**config.mk**
```make
export PLATFORM = sky130hd
export DESIGN_NAME = bencode_info_span_finder_flat
export DESIGN_NICKNAME = d
export VERILOG_FILES = /design/src/hdl/bifs_pkg.sv /design/src/hdl/bifs_in_if.sv /design/src/hdl/bifs_out_if.sv /design/src/hdl/bencode_info_span_finder.sv /design/src/hdl/bifs_scan.sv /design/src/flat_wrapper.sv
export SDC_FILE = /design/constraint.sdc
export NUM_CORES = 1
export LEC_CHECK = 0
export ABC_AREA = 1
export BUFFER_PORTS_ARGS = -buffer_cell sky130_fd_sc_hd__buf_2
export CAP_MARGIN = 15
export CORE_MARGIN = 10
export CORE_UTILIZATION = 51
export DETAILED_ROUTE_END_ITERATION = 16
export PLACE_DENSITY = 0.73
export SYNTH_ARGS = -nofsm -noshare
export SYNTH_HDL_FRONTEND = slang
export SYNTH_SLANG_ARGS = --single-unit
export TNS_END_PERCENT = 10
```
**constraint.sdc**
```tcl
create_clock -name clk -period 2.93 [get_ports clk]
set_input_delay 0.293 -clock clk [delete_from_list [all_inputs] [get_ports clk]]
set_output_delay 0.293 -clock clk [all_outputs]
set_load 0.02 [all_outputs]
```
**src/hdl/bifs_pkg.sv**
```systemverilog
package bifs_pkg;

  localparam int unsigned DEPTH_BITS = 8;
  localparam int unsigned LEN_BITS   = 32;
  localparam int unsigned ACC_BITS   = LEN_BITS + 4;

  localparam logic [7:0] CH_I     = 8'h69;  // 'i'
  localparam logic [7:0] CH_N     = 8'h6e;  // 'n'
  localparam logic [7:0] CH_F     = 8'h66;  // 'f'
  localparam logic [7:0] CH_O     = 8'h6f;  // 'o'
  localparam logic [7:0] CH_D     = 8'h64;  // 'd'
  localparam logic [7:0] CH_L     = 8'h6c;  // 'l'
  localparam logic [7:0] CH_E     = 8'h65;  // 'e'
  localparam logic [7:0] CH_COLON = 8'h3a;  // ':'
  localparam logic [7:0] CH_PLUS  = 8'h2b;  // '+'
  localparam logic [7:0] CH_DOT   = 8'h2e;  // '.'
  localparam logic [7:0] CH_ZERO  = 8'h30;  // '0'
  localparam logic [7:0] CH_NINE  = 8'h39;  // '9'

  localparam logic [2:0] MATCH_LAST = 3'd4;

  typedef enum logic [1:0] {
    PH_SEARCH = 2'd0,
    PH_INFO   = 2'd1,
    PH_DONE   = 2'd2,
    PH_ERROR  = 2'd3
  } phase_t;

  typedef enum logic [1:0] {
    TM_START = 2'd0,
    TM_INT   = 2'd1,
    TM_LEN   = 2'd2,
    TM_SKIP  = 2'd3
  } tmode_t;

  typedef enum logic [1:0] {
    ST_OUT   = 2'd0,
    ST_IN    = 2'd1,
    ST_CLOSE = 2'd2,
    ST_ERR   = 2'd3
  } status_t;

  typedef struct packed {
    logic       step;
    logic [7:0] data_byte;
    logic       final_byte;
  } scan_req_t;

  // Pattern "infod", one byte per match position
  function automatic logic [7:0] pat_byte(input logic [2:0] pos);
    logic [7:0] b;
    unique case (pos)
      3'd0:    b = CH_I;
      3'd1:    b = CH_N;
      3'd2:    b = CH_F;
      3'd3:    b = CH_O;
      default: b = CH_D;
    endcase
    return b;
  endfunction

endpackage

```
**src/hdl/bifs_in_if.sv**
```systemverilog
interface bifs_in_if;
  logic       valid;
  logic       ready;
  logic [7:0] data_byte;
  logic       final_byte;

  modport source (output valid, output data_byte, output final_byte, input ready);
  modport sink   (input valid, input data_byte, input final_byte, output ready);
endinterface

```
**src/hdl/bifs_out_if.sv**
```systemverilog
interface bifs_out_if;
  logic       valid;
  logic       ready;
  logic [7:0] byte_out;
  logic [1:0] span_status;

  modport source (output valid, output byte_out, output span_status, input ready);
  modport sink   (input valid, input byte_out, input span_status, output ready);
endinterface

```
**src/hdl/bencode_info_span_finder.sv**
```systemverilog
// Info-dictionary span finder for a bencoded metainfo stream.
// in_ch carries one buffer byte per transfer, with final_byte set on the last
// byte of each buffer. out_ch returns exactly one transfer per input byte: the
// byte unchanged plus a span status (0 outside info, 1 inside info, 2 closing
// byte of info, 3 error or pattern not found), ready for a downstream hasher.
// Both channels use valid/ready; a transfer happens when both are high.
// A byte taken from in_ch waits in the input register, then passes through the
// scan logic into the output register, from which out_ch offers its transfer.
// Throughput: one byte per cycle while out_ch does not stall, set by the
// scanner's state update (pattern match, nesting depth, length accumulate
// by ten).
// When out_ch stalls the output register holds its transfer and the input
// register keeps taking one more byte; in_ch.ready drops only while both are
// full and out_ch.ready is low.
// Reset (synchronous, active low) empties both registers and returns the
// scanner to pattern search. The scanner also returns to that state after
// every byte marked final_byte, so each buffer is scanned on its own.
module bencode_info_span_finder (
  input logic            clk,
  input logic            rst_n,
  bifs_in_if.sink        in_ch,
  bifs_out_if.source     out_ch
);

  logic                 s1_valid_r, s1_valid_nxt;
  logic [7:0]           s1_byte_r;
  logic                 s1_final_r;
  logic                 out_valid_r, out_valid_nxt;
  logic [7:0]           out_byte_r;
  bifs_pkg::status_t    out_status_r;
  logic                 in_xfer;
  logic                 adv;
  bifs_pkg::scan_req_t  req;
  bifs_pkg::status_t    status;

  assign adv          = s1_valid_r && (!out_valid_r || out_ch.ready);
  assign in_ch.ready  = !s1_valid_r || adv;
  assign in_xfer      = in_ch.valid && in_ch.ready;
  assign s1_valid_nxt = in_xfer || (s1_valid_r && !adv);
  assign out_valid_nxt = adv || (out_valid_r && !out_ch.ready);

  assign req.step       = adv;
  assign req.data_byte  = s1_byte_r;
  assign req.final_byte = s1_final_r;

  bifs_scan u_scan (
    .clk    (clk),
    .rst_n  (rst_n),
    .req    (req),
    .status (status)
  );

  always_ff @(posedge clk) begin
    if (!rst_n) begin
      s1_valid_r  <= 1'b0;
      out_valid_r <= 1'b0;
    end else begin
      s1_valid_r  <= s1_valid_nxt;
      out_valid_r <= out_valid_nxt;
    end
  end

  always_ff @(posedge clk) begin
    if (in_xfer) begin
      s1_byte_r  <= in_ch.data_byte;
      s1_final_r <= in_ch.final_byte;
    end
    if (adv) begin
      out_byte_r   <= s1_byte_r;
      out_status_r <= status;
    end
  end

  assign out_ch.valid       = out_valid_r;
  assign out_ch.byte_out    = out_byte_r;
  assign out_ch.span_status = out_status_r;

`ifndef SYNTHESIS
  // a byte waiting in the input register is neither lost nor altered
  a_s1_hold: assert property (@(posedge clk) disable iff (!rst_n)
    s1_valid_r && !adv |=> s1_valid_r && $stable(s1_byte_r))
    else $error("input register lost or changed a waiting byte");

  // the byte after a final byte starts a new search: never inside or closing
  a_new_buffer: assert property (@(posedge clk) disable iff (!rst_n)
    adv && s1_final_r |=> !adv || status == bifs_pkg::ST_OUT || status == bifs_pkg::ST_ERR)
    else $error("scanner not back in search after end of buffer");

  // every scanned byte lands in the output register unchanged
  a_pass_through: assert property (@(posedge clk) disable iff (!rst_n)
    adv |=> out_valid_r && out_byte_r == $past(s1_byte_r))
    else $error("byte not passed through to the output register");
`endif

endmodule

```
**src/hdl/bifs_scan.sv**
```systemverilog
module bifs_scan (
  input  logic                clk,
  input  logic                rst_n,
  input  bifs_pkg::scan_req_t req,
  output bifs_pkg::status_t   status
);

  bifs_pkg::phase_t                   phase_r, phase_nxt;
  logic [2:0]                         match_r, match_nxt;
  bifs_pkg::tmode_t                   tmode_r, tmode_nxt;
  logic [bifs_pkg::DEPTH_BITS-1:0]    depth_r, depth_nxt;
  logic [bifs_pkg::LEN_BITS-1:0]      acc_r, acc_nxt;
  logic                               frac_r, frac_nxt;
  logic [bifs_pkg::LEN_BITS-1:0]      skip_r, skip_nxt;

  logic [7:0]                         c;
  logic                               is_digit;
  logic [3:0]                         dval;
  logic [bifs_pkg::ACC_BITS-1:0]      acc_x10;
  logic                               acc_ovf;
  logic [2:0]                         pos;

  assign c        = req.data_byte;
  assign is_digit = (c >= bifs_pkg::CH_ZERO) && (c <= bifs_pkg::CH_NINE);
  assign dval     = c[3:0];
  // acc*10 + d; a carry into the top four bits means the length no longer fits
  assign acc_x10  = {1'b0, acc_r, 3'b000} + {3'b000, acc_r, 1'b0}
                  + {{(bifs_pkg::ACC_BITS-4){1'b0}}, dval};
  assign acc_ovf  = |acc_x10[bifs_pkg::ACC_BITS-1:bifs_pkg::LEN_BITS];
  assign pos      = (match_r > bifs_pkg::MATCH_LAST) ? 3'd0 : match_r;

  always_comb begin
    phase_nxt = phase_r;
    match_nxt = match_r;
    tmode_nxt = tmode_r;
    depth_nxt = depth_r;
    acc_nxt   = acc_r;
    frac_nxt  = frac_r;
    skip_nxt  = skip_r;
    status    = bifs_pkg::ST_OUT;

    unique case (phase_r)
      bifs_pkg::PH_SEARCH: begin
        if (c == bifs_pkg::pat_byte(pos)) begin
          if (pos == bifs_pkg::MATCH_LAST) begin
            phase_nxt = bifs_pkg::PH_INFO;
            match_nxt = 3'd0;
            tmode_nxt = bifs_pkg::TM_START;
            depth_nxt = {{(bifs_pkg::DEPTH_BITS-1){1'b0}}, 1'b1};
            status    = bifs_pkg::ST_IN;
          end else begin
            match_nxt = pos + 3'd1;
          end
        end else begin
          match_nxt = (c == bifs_pkg::CH_I) ? 3'd1 : 3'd0;
        end
      end

      bifs_pkg::PH_INFO: begin
        status = bifs_pkg::ST_IN;
        unique case (tmode_r)
          bifs_pkg::TM_INT: begin
            if (c == bifs_pkg::CH_E) tmode_nxt = bifs_pkg::TM_START;
          end
          bifs_pkg::TM_SKIP: begin
            skip_nxt = skip_r - 1'b1;
            if (skip_r == {{(bifs_pkg::LEN_BITS-1){1'b0}}, 1'b1}) begin
              tmode_nxt = bifs_pkg::TM_START;
            end
          end
          bifs_pkg::TM_LEN: begin
            priority if (c == bifs_pkg::CH_COLON) begin
              skip_nxt  = acc_r;
              tmode_nxt = (acc_r == '0) ? bifs_pkg::TM_START : bifs_pkg::TM_SKIP;
            end else if (frac_r) begin
              // drop fractional digits and any other byte until the colon
            end else if (is_digit) begin
              if (acc_ovf) begin
                phase_nxt = bifs_pkg::PH_ERROR;
                status    = bifs_pkg::ST_ERR;
              end else begin
                acc_nxt = acc_x10[bifs_pkg::LEN_BITS-1:0];
              end
            end else if (c == bifs_pkg::CH_DOT) begin
              frac_nxt = 1'b1;
            end else begin
              phase_nxt = bifs_pkg::PH_ERROR;
              status    = bifs_pkg::ST_ERR;
            end
          end
          default: begin
            priority if (c == bifs_pkg::CH_I) begin
              tmode_nxt = bifs_pkg::TM_INT;
            end else if (c == bifs_pkg::CH_L || c == bifs_pkg::CH_D) begin
              if (depth_r == '1) begin
                phase_nxt = bifs_pkg::PH_ERROR;
                status    = bifs_pkg::ST_ERR;
              end else begin
                depth_nxt = depth_r + 1'b1;
              end
            end else if (c == bifs_pkg::CH_E) begin
              depth_nxt = depth_r - 1'b1;
              if (depth_r == {{(bifs_pkg::DEPTH_BITS-1){1'b0}}, 1'b1}) begin
                phase_nxt = bifs_pkg::PH_DONE;
                status    = bifs_pkg::ST_CLOSE;
              end
            end else begin
              acc_nxt  = '0;
              frac_nxt = 1'b0;
              priority if (c == bifs_pkg::CH_COLON) begin
                skip_nxt  = '0;
                tmode_nxt = bifs_pkg::TM_START;
              end else if (is_digit) begin
                tmode_nxt = bifs_pkg::TM_LEN;
                acc_nxt   = {{(bifs_pkg::LEN_BITS-4){1'b0}}, dval};
              end else if (c == bifs_pkg::CH_PLUS) begin
                tmode_nxt = bifs_pkg::TM_LEN;
              end else if (c == bifs_pkg::CH_DOT) begin
                tmode_nxt = bifs_pkg::TM_LEN;
                frac_nxt  = 1'b1;
              end else begin
                phase_nxt = bifs_pkg::PH_ERROR;
                status    = bifs_pkg::ST_ERR;
              end
            end
          end
        endcase
      end

      bifs_pkg::PH_ERROR: status = bifs_pkg::ST_ERR;

      default: status = bifs_pkg::ST_OUT;
    endcase

    // end of buffer: flag an unfinished span or a pattern not found, then start afresh
    if (req.final_byte) begin
      if (phase_nxt == bifs_pkg::PH_SEARCH || phase_nxt == bifs_pkg::PH_INFO) begin
        status = bifs_pkg::ST_ERR;
      end
      phase_nxt = bifs_pkg::PH_SEARCH;
      match_nxt = 3'd0;
      tmode_nxt = bifs_pkg::TM_START;
      depth_nxt = '0;
      acc_nxt   = '0;
      frac_nxt  = 1'b0;
      skip_nxt  = '0;
    end
  end

  always_ff @(posedge clk) begin
    if (!rst_n) begin
      phase_r <= bifs_pkg::PH_SEARCH;
      match_r <= 3'd0;
      tmode_r <= bifs_pkg::TM_START;
      depth_r <= '0;
      acc_r   <= '0;
      frac_r  <= 1'b0;
      skip_r  <= '0;
    end else if (req.step) begin
      phase_r <= phase_nxt;
      match_r <= match_nxt;
      tmode_r <= tmode_nxt;
      depth_r <= depth_nxt;
      acc_r   <= acc_nxt;
      frac_r  <= frac_nxt;
      skip_r  <= skip_nxt;
    end
  end

endmodule
```
**src/flat_wrapper.sv**
```systemverilog
// flat-port wrapper written by rule: the top's interface ports become plain ports
module bencode_info_span_finder_flat 
  (clk, rst_n, in_ch_valid, in_ch_data_byte, in_ch_final_byte, in_ch_ready, out_ch_valid, out_ch_byte_out, out_ch_span_status, out_ch_ready);
  bifs_in_if in_ch_i ();
  bifs_out_if out_ch_i ();
  input logic clk;
  input logic rst_n;
  input wire logic [$bits(in_ch_i.valid)-1:0] in_ch_valid;
  input wire logic [$bits(in_ch_i.data_byte)-1:0] in_ch_data_byte;
  input wire logic [$bits(in_ch_i.final_byte)-1:0] in_ch_final_byte;
  output wire logic [$bits(in_ch_i.ready)-1:0] in_ch_ready;
  output wire logic [$bits(out_ch_i.valid)-1:0] out_ch_valid;
  output wire logic [$bits(out_ch_i.byte_out)-1:0] out_ch_byte_out;
  output wire logic [$bits(out_ch_i.span_status)-1:0] out_ch_span_status;
  input wire logic [$bits(out_ch_i.ready)-1:0] out_ch_ready;
  assign in_ch_i.valid = in_ch_valid;
  assign in_ch_i.data_byte = in_ch_data_byte;
  assign in_ch_i.final_byte = in_ch_final_byte;
  assign in_ch_ready = in_ch_i.ready;
  assign out_ch_valid = out_ch_i.valid;
  assign out_ch_byte_out = out_ch_i.byte_out;
  assign out_ch_span_status = out_ch_i.span_status;
  assign out_ch_i.ready = out_ch_ready;
  bencode_info_span_finder u_core (.clk(clk), .rst_n(rst_n), .in_ch(in_ch_i), .out_ch(out_ch_i));
endmodule
```
==> summary.txt <==
Run status
  • Status: finished with violations
  • Failing checks: setup timing

Yosys
  • Post-synth ARST share: 0
  • Area contributors post-synth: dfxtp_1, nand2_1, ha_1
  • Mapped Nets: about 1500
  • Post-synthesis register bit count: about 100
  • Mapped Cells: about 1400
  • Register area share after synthesis: 0.251
  • Yosys top cell by area: dfxtp_1
  • Post-synth EDFFs: 19
  • Top FF cell, synth: dfxtp_1
  • Syn Area/Cell: 6.43 sq um
  • Synthesized area: between 8000 and 9000 sq um
  • Top cell type's share of synthesized area: 0.186
  • Yosys warns: 0
  • Number of library cell types mapped by synthesis: between 50 and 60

Layout
  • Ant. Diodes: 0
  • Post-layout util: 0.598
  • Multi-input gate area: between 5000 and 6000 sq um
  • Final #Nets: 1519
  • Design Area, Final: between 10000 and 15000 sq um
  • Layout cell share with drive strength beyond 1: 0.159
  • Register area: around 2200 sq um
  • Fillers: 1641
  • Area Growth Syn to Fin: 13.8%

Clock network
  • CTS tree: done
  • CTS buffer count: 9
  • Clock Path Buffers: 2
  • Worst skew pair latency: approximately 360 ps
  • Clk pin slew, worst setup/hold paths: around 80 ps
  • H-tree depth: 3
  • Clock Tree Root: clkbuf_16
  • Clock sinks: between 100 and 150

Placed design
  • DP HPWL: around 19000 microns
  • GP Congestion: between 0.9 and 1
  • Port-buffer cells: 24
  • DP Area: ~9500 sq um

Pwr
  • Int Power: between 2 and 2.5 mW
  • Leak pwr: between 4 and 5 nW
  • PwrDens: slightly below 300 nW/um^2
  • Sw frac: 0.276
  • Maximum vdd drop: just under 0.3 mV
  • Sw Pwr: around 0.82 mW
  • Comb pwr share: 0.100
  • Overall power: 2.96 mW
  • Clock network fraction of total power: 0.409
  • Sequential power share: 0.491

Route
  • Vias per cell: roughly 5.5
  • Pre-antenna DRT Iters: 6
  • Avg WL per Cell: approximately 15 microns
  • DR iter-0 viols: 718
  • Routed Antenna Nets: 0
  • Post-Route WL: ~25000 microns
  • Vias: approximately 9100
  • Residual DRC: 0

STA
  • RSZ-0062 raised after global routing: true
  • Max-slew headroom: 0.298
  • Min Tclk post-route: 3010 ps
  • Final setup vio count: 30
  • Fin crit share: 1.03
  • Hold slack: just over 100 ps
  • Worst-margin pin slew: approximately 1100 ps
  • Final Skew: 11.8 ps
  • Slew Viols, Final: 0
  • Endpoints failing hold: 0
  • Final TNS setup: -1780 ps
  • Max frequency: between 0.3 and 0.4 GHz
  • Worst Slack Setup Final: -81.9 ps

GRT
  • Largest net degree at the start of global routing: 53
  • GRT overflow: 0
  • Total GRT Usage: 0.220
  • Vias in the first global route: around 8700
  • Initial antenna violation count: 0
  • First-pass GRT wire length: slightly above 40000 microns

Floorplan
  • Initial Util: 0.526
  • Core box area: 16800 sq um
  • Chip height: approximately 150 microns
  • Rows: 47
  • Ports: 25
  • Die W: roughly 150 microns
  • DIE AREA: approximately 23000 sq um

Worst setup path
  • Top cell by count, worst path: nand2_1
  • Worst reg-to-reg path cell count: 17
  • Maximum net fanout on the critical path: 7
  • CP cell instances: ha_1 -> ha_1 -> nand2_1 -> nor2_1 -> nand2_1 -> nor3b_2 -> nand2_2 -> buf_4 -> nand3_2 -> nand2_2 -> nor2_4 -> nand3_2 -> nand2_4 -> nand2_8 -> clkbuf_16 -> nand2_1 -> a21oi_1
  • WS Path Type: register to register
  • CP Launch Type: register
  • Critical Path Sink Type: register
  • Worst path slowest cell: dfxtp_1
  • Critical Path AT: around 3300 ps
  • Slowest stage delay, CP: 460 ps
  • CP required: approximately 3200 ps

Flow run
  • Total of max-cap violations: 0

Hold path
  • WHS Path Cells: 1
  • Hold Path Class: input pin to register
[routing by layer]
metal	track usage	part of all wire	vias to the layer above
met5	0	0	-
met4	0.0693	0.028	0
met3	0.0337	0.055	68
met2	0.374	0.47	270
met1	0.278	0.45	4168
li1	-	-	4627
[kinds of logic after synthesis]
kind of cell,count (synthesis),synth area share
DFF,101,0.251
buffers and inverters,207,0.0963
adders and majority gates,74,0.107
xor gates and xnor gates,39,0.0388
AOI/OAI and AO/OA,197,0.126
and+or+nand+nor,753,0.381
[critical path: cells and delay by family, from the launching register on]
kind | cells | cell delay, ps
AO/OA/AOI/OAI | 1 | 50
flip-flops | 1 | 460
buffers and inverters | 2 | 360
adder cells (fa/ha/maj) | 2 | 620
AND/OR/NAND/NOR | 12 | 1390
[cell usage in the layout, fill, tap and decap left out, drive strengths merged, types with 4 or more instances in the layout]
cell type,Yosys,routed
a211oi,4,4
a21oi,122,122
and3,4,4
buf,18,92
clkbuf,25,11
clkinv,3,6
dfxtp,82,82
edfxtp,19,19
ha,72,72
inv,161,164
nand2,400,400
nand3,103,103
nand3b,5,5
nand4,12,12
nor2,157,157
nor3,41,41
nor4,11,11
o21ai,35,35
o21bai,6,6
o22ai,11,11
or2,14,14
xnor2,18,18
xor2,21,21
[synthesized netlist by cell type, types with 11 or more instances]
library cell / number
a21oi_1: 117
dfxtp_1: 82
o21ai_0: 30
clkbuf_1: 24
xnor2_1: 18
inv_1: 153
nor3_1: 34
xor2_1: 21
nand2_2: 18
nor2_2: 12
nand2_1: 380
nand3_1: 97
nor4_1: 11
ha_1: 72
o22ai_1: 11
nor2_1: 141
or2_2: 12
edfxtp_1: 19
nand4_1: 11
[flip-flops by register name, summed over array words and instances (netlist names)]
signal and count:
u_core.u_scan.phase_r 2, u_core.u_scan.tmode_r 2, u_core.u_scan.match_r 3, u_core.u_scan.depth_r 8, u_core.s1_final_r 1, u_core.out_ch.valid 1, u_core.u_scan.frac_r 1, u_core.u_scan.acc_r 32
u_core.s1_byte_r 8, u_core.out_ch.byte_out 8, u_core.s1_valid_r 1, u_core.out_ch.span_status 2, u_core.u_scan.skip_r 32
[worst paths after layout]
path,startpoint,to,slack [ps]
max,u_core.u_scan.acc_r[19],u_core.u_scan.acc_r[30],-80
min reg2reg,u_core.u_scan.match_r[1],u_core.u_scan.match_r[1],470
min,in_ch_data_byte[6],u_core.s1_byte_r[6],100
max reg2reg,u_core.u_scan.acc_r[19],u_core.u_scan.acc_r[30],-80
[per-stage QoR]
step	cells	setup slack, ps
6_report	1657	-81.9
5_1_grt	1657	-218
4_1_cts	1653	2.82
3_5_place_dp	1634	-101
3_3_place_gp	1634	-23.9
2_1_floorplan	1371	35.4
[timing repair]
action | CTS | global route
pin swaps | 5 | 10
gates resized for setup | 17 | 32
buffers inserted | 1 | 3
hold buffers | 0 | 0
endpoints found under the setup margin | 34 | 34
cloned | 2 | 1
[power groups by stage]
stage               Sequential, mW  Clock, mW  Combinational, mW
CTS                           1.45       1.22              0.282
detailed placement            1.48          0              0.263
global route                  1.45       1.28              0.322
floorplan                     1.49          0              0.174
global placement              1.48          0              0.259
finish                        1.45       1.21              0.296
[layout make-up]
type,instances,share of cell area
Timing Repair Buffer,93,0.0739
Multi-Input combinational cell,1063,0.586
Tap cell,220,0.0275
Clock inverter,6,0.00649
Sequential cell,101,0.222
Clock buffer,10,0.0228
Inverter,164,0.0614
Note: power is estimated with default switching activity, not from simulation.
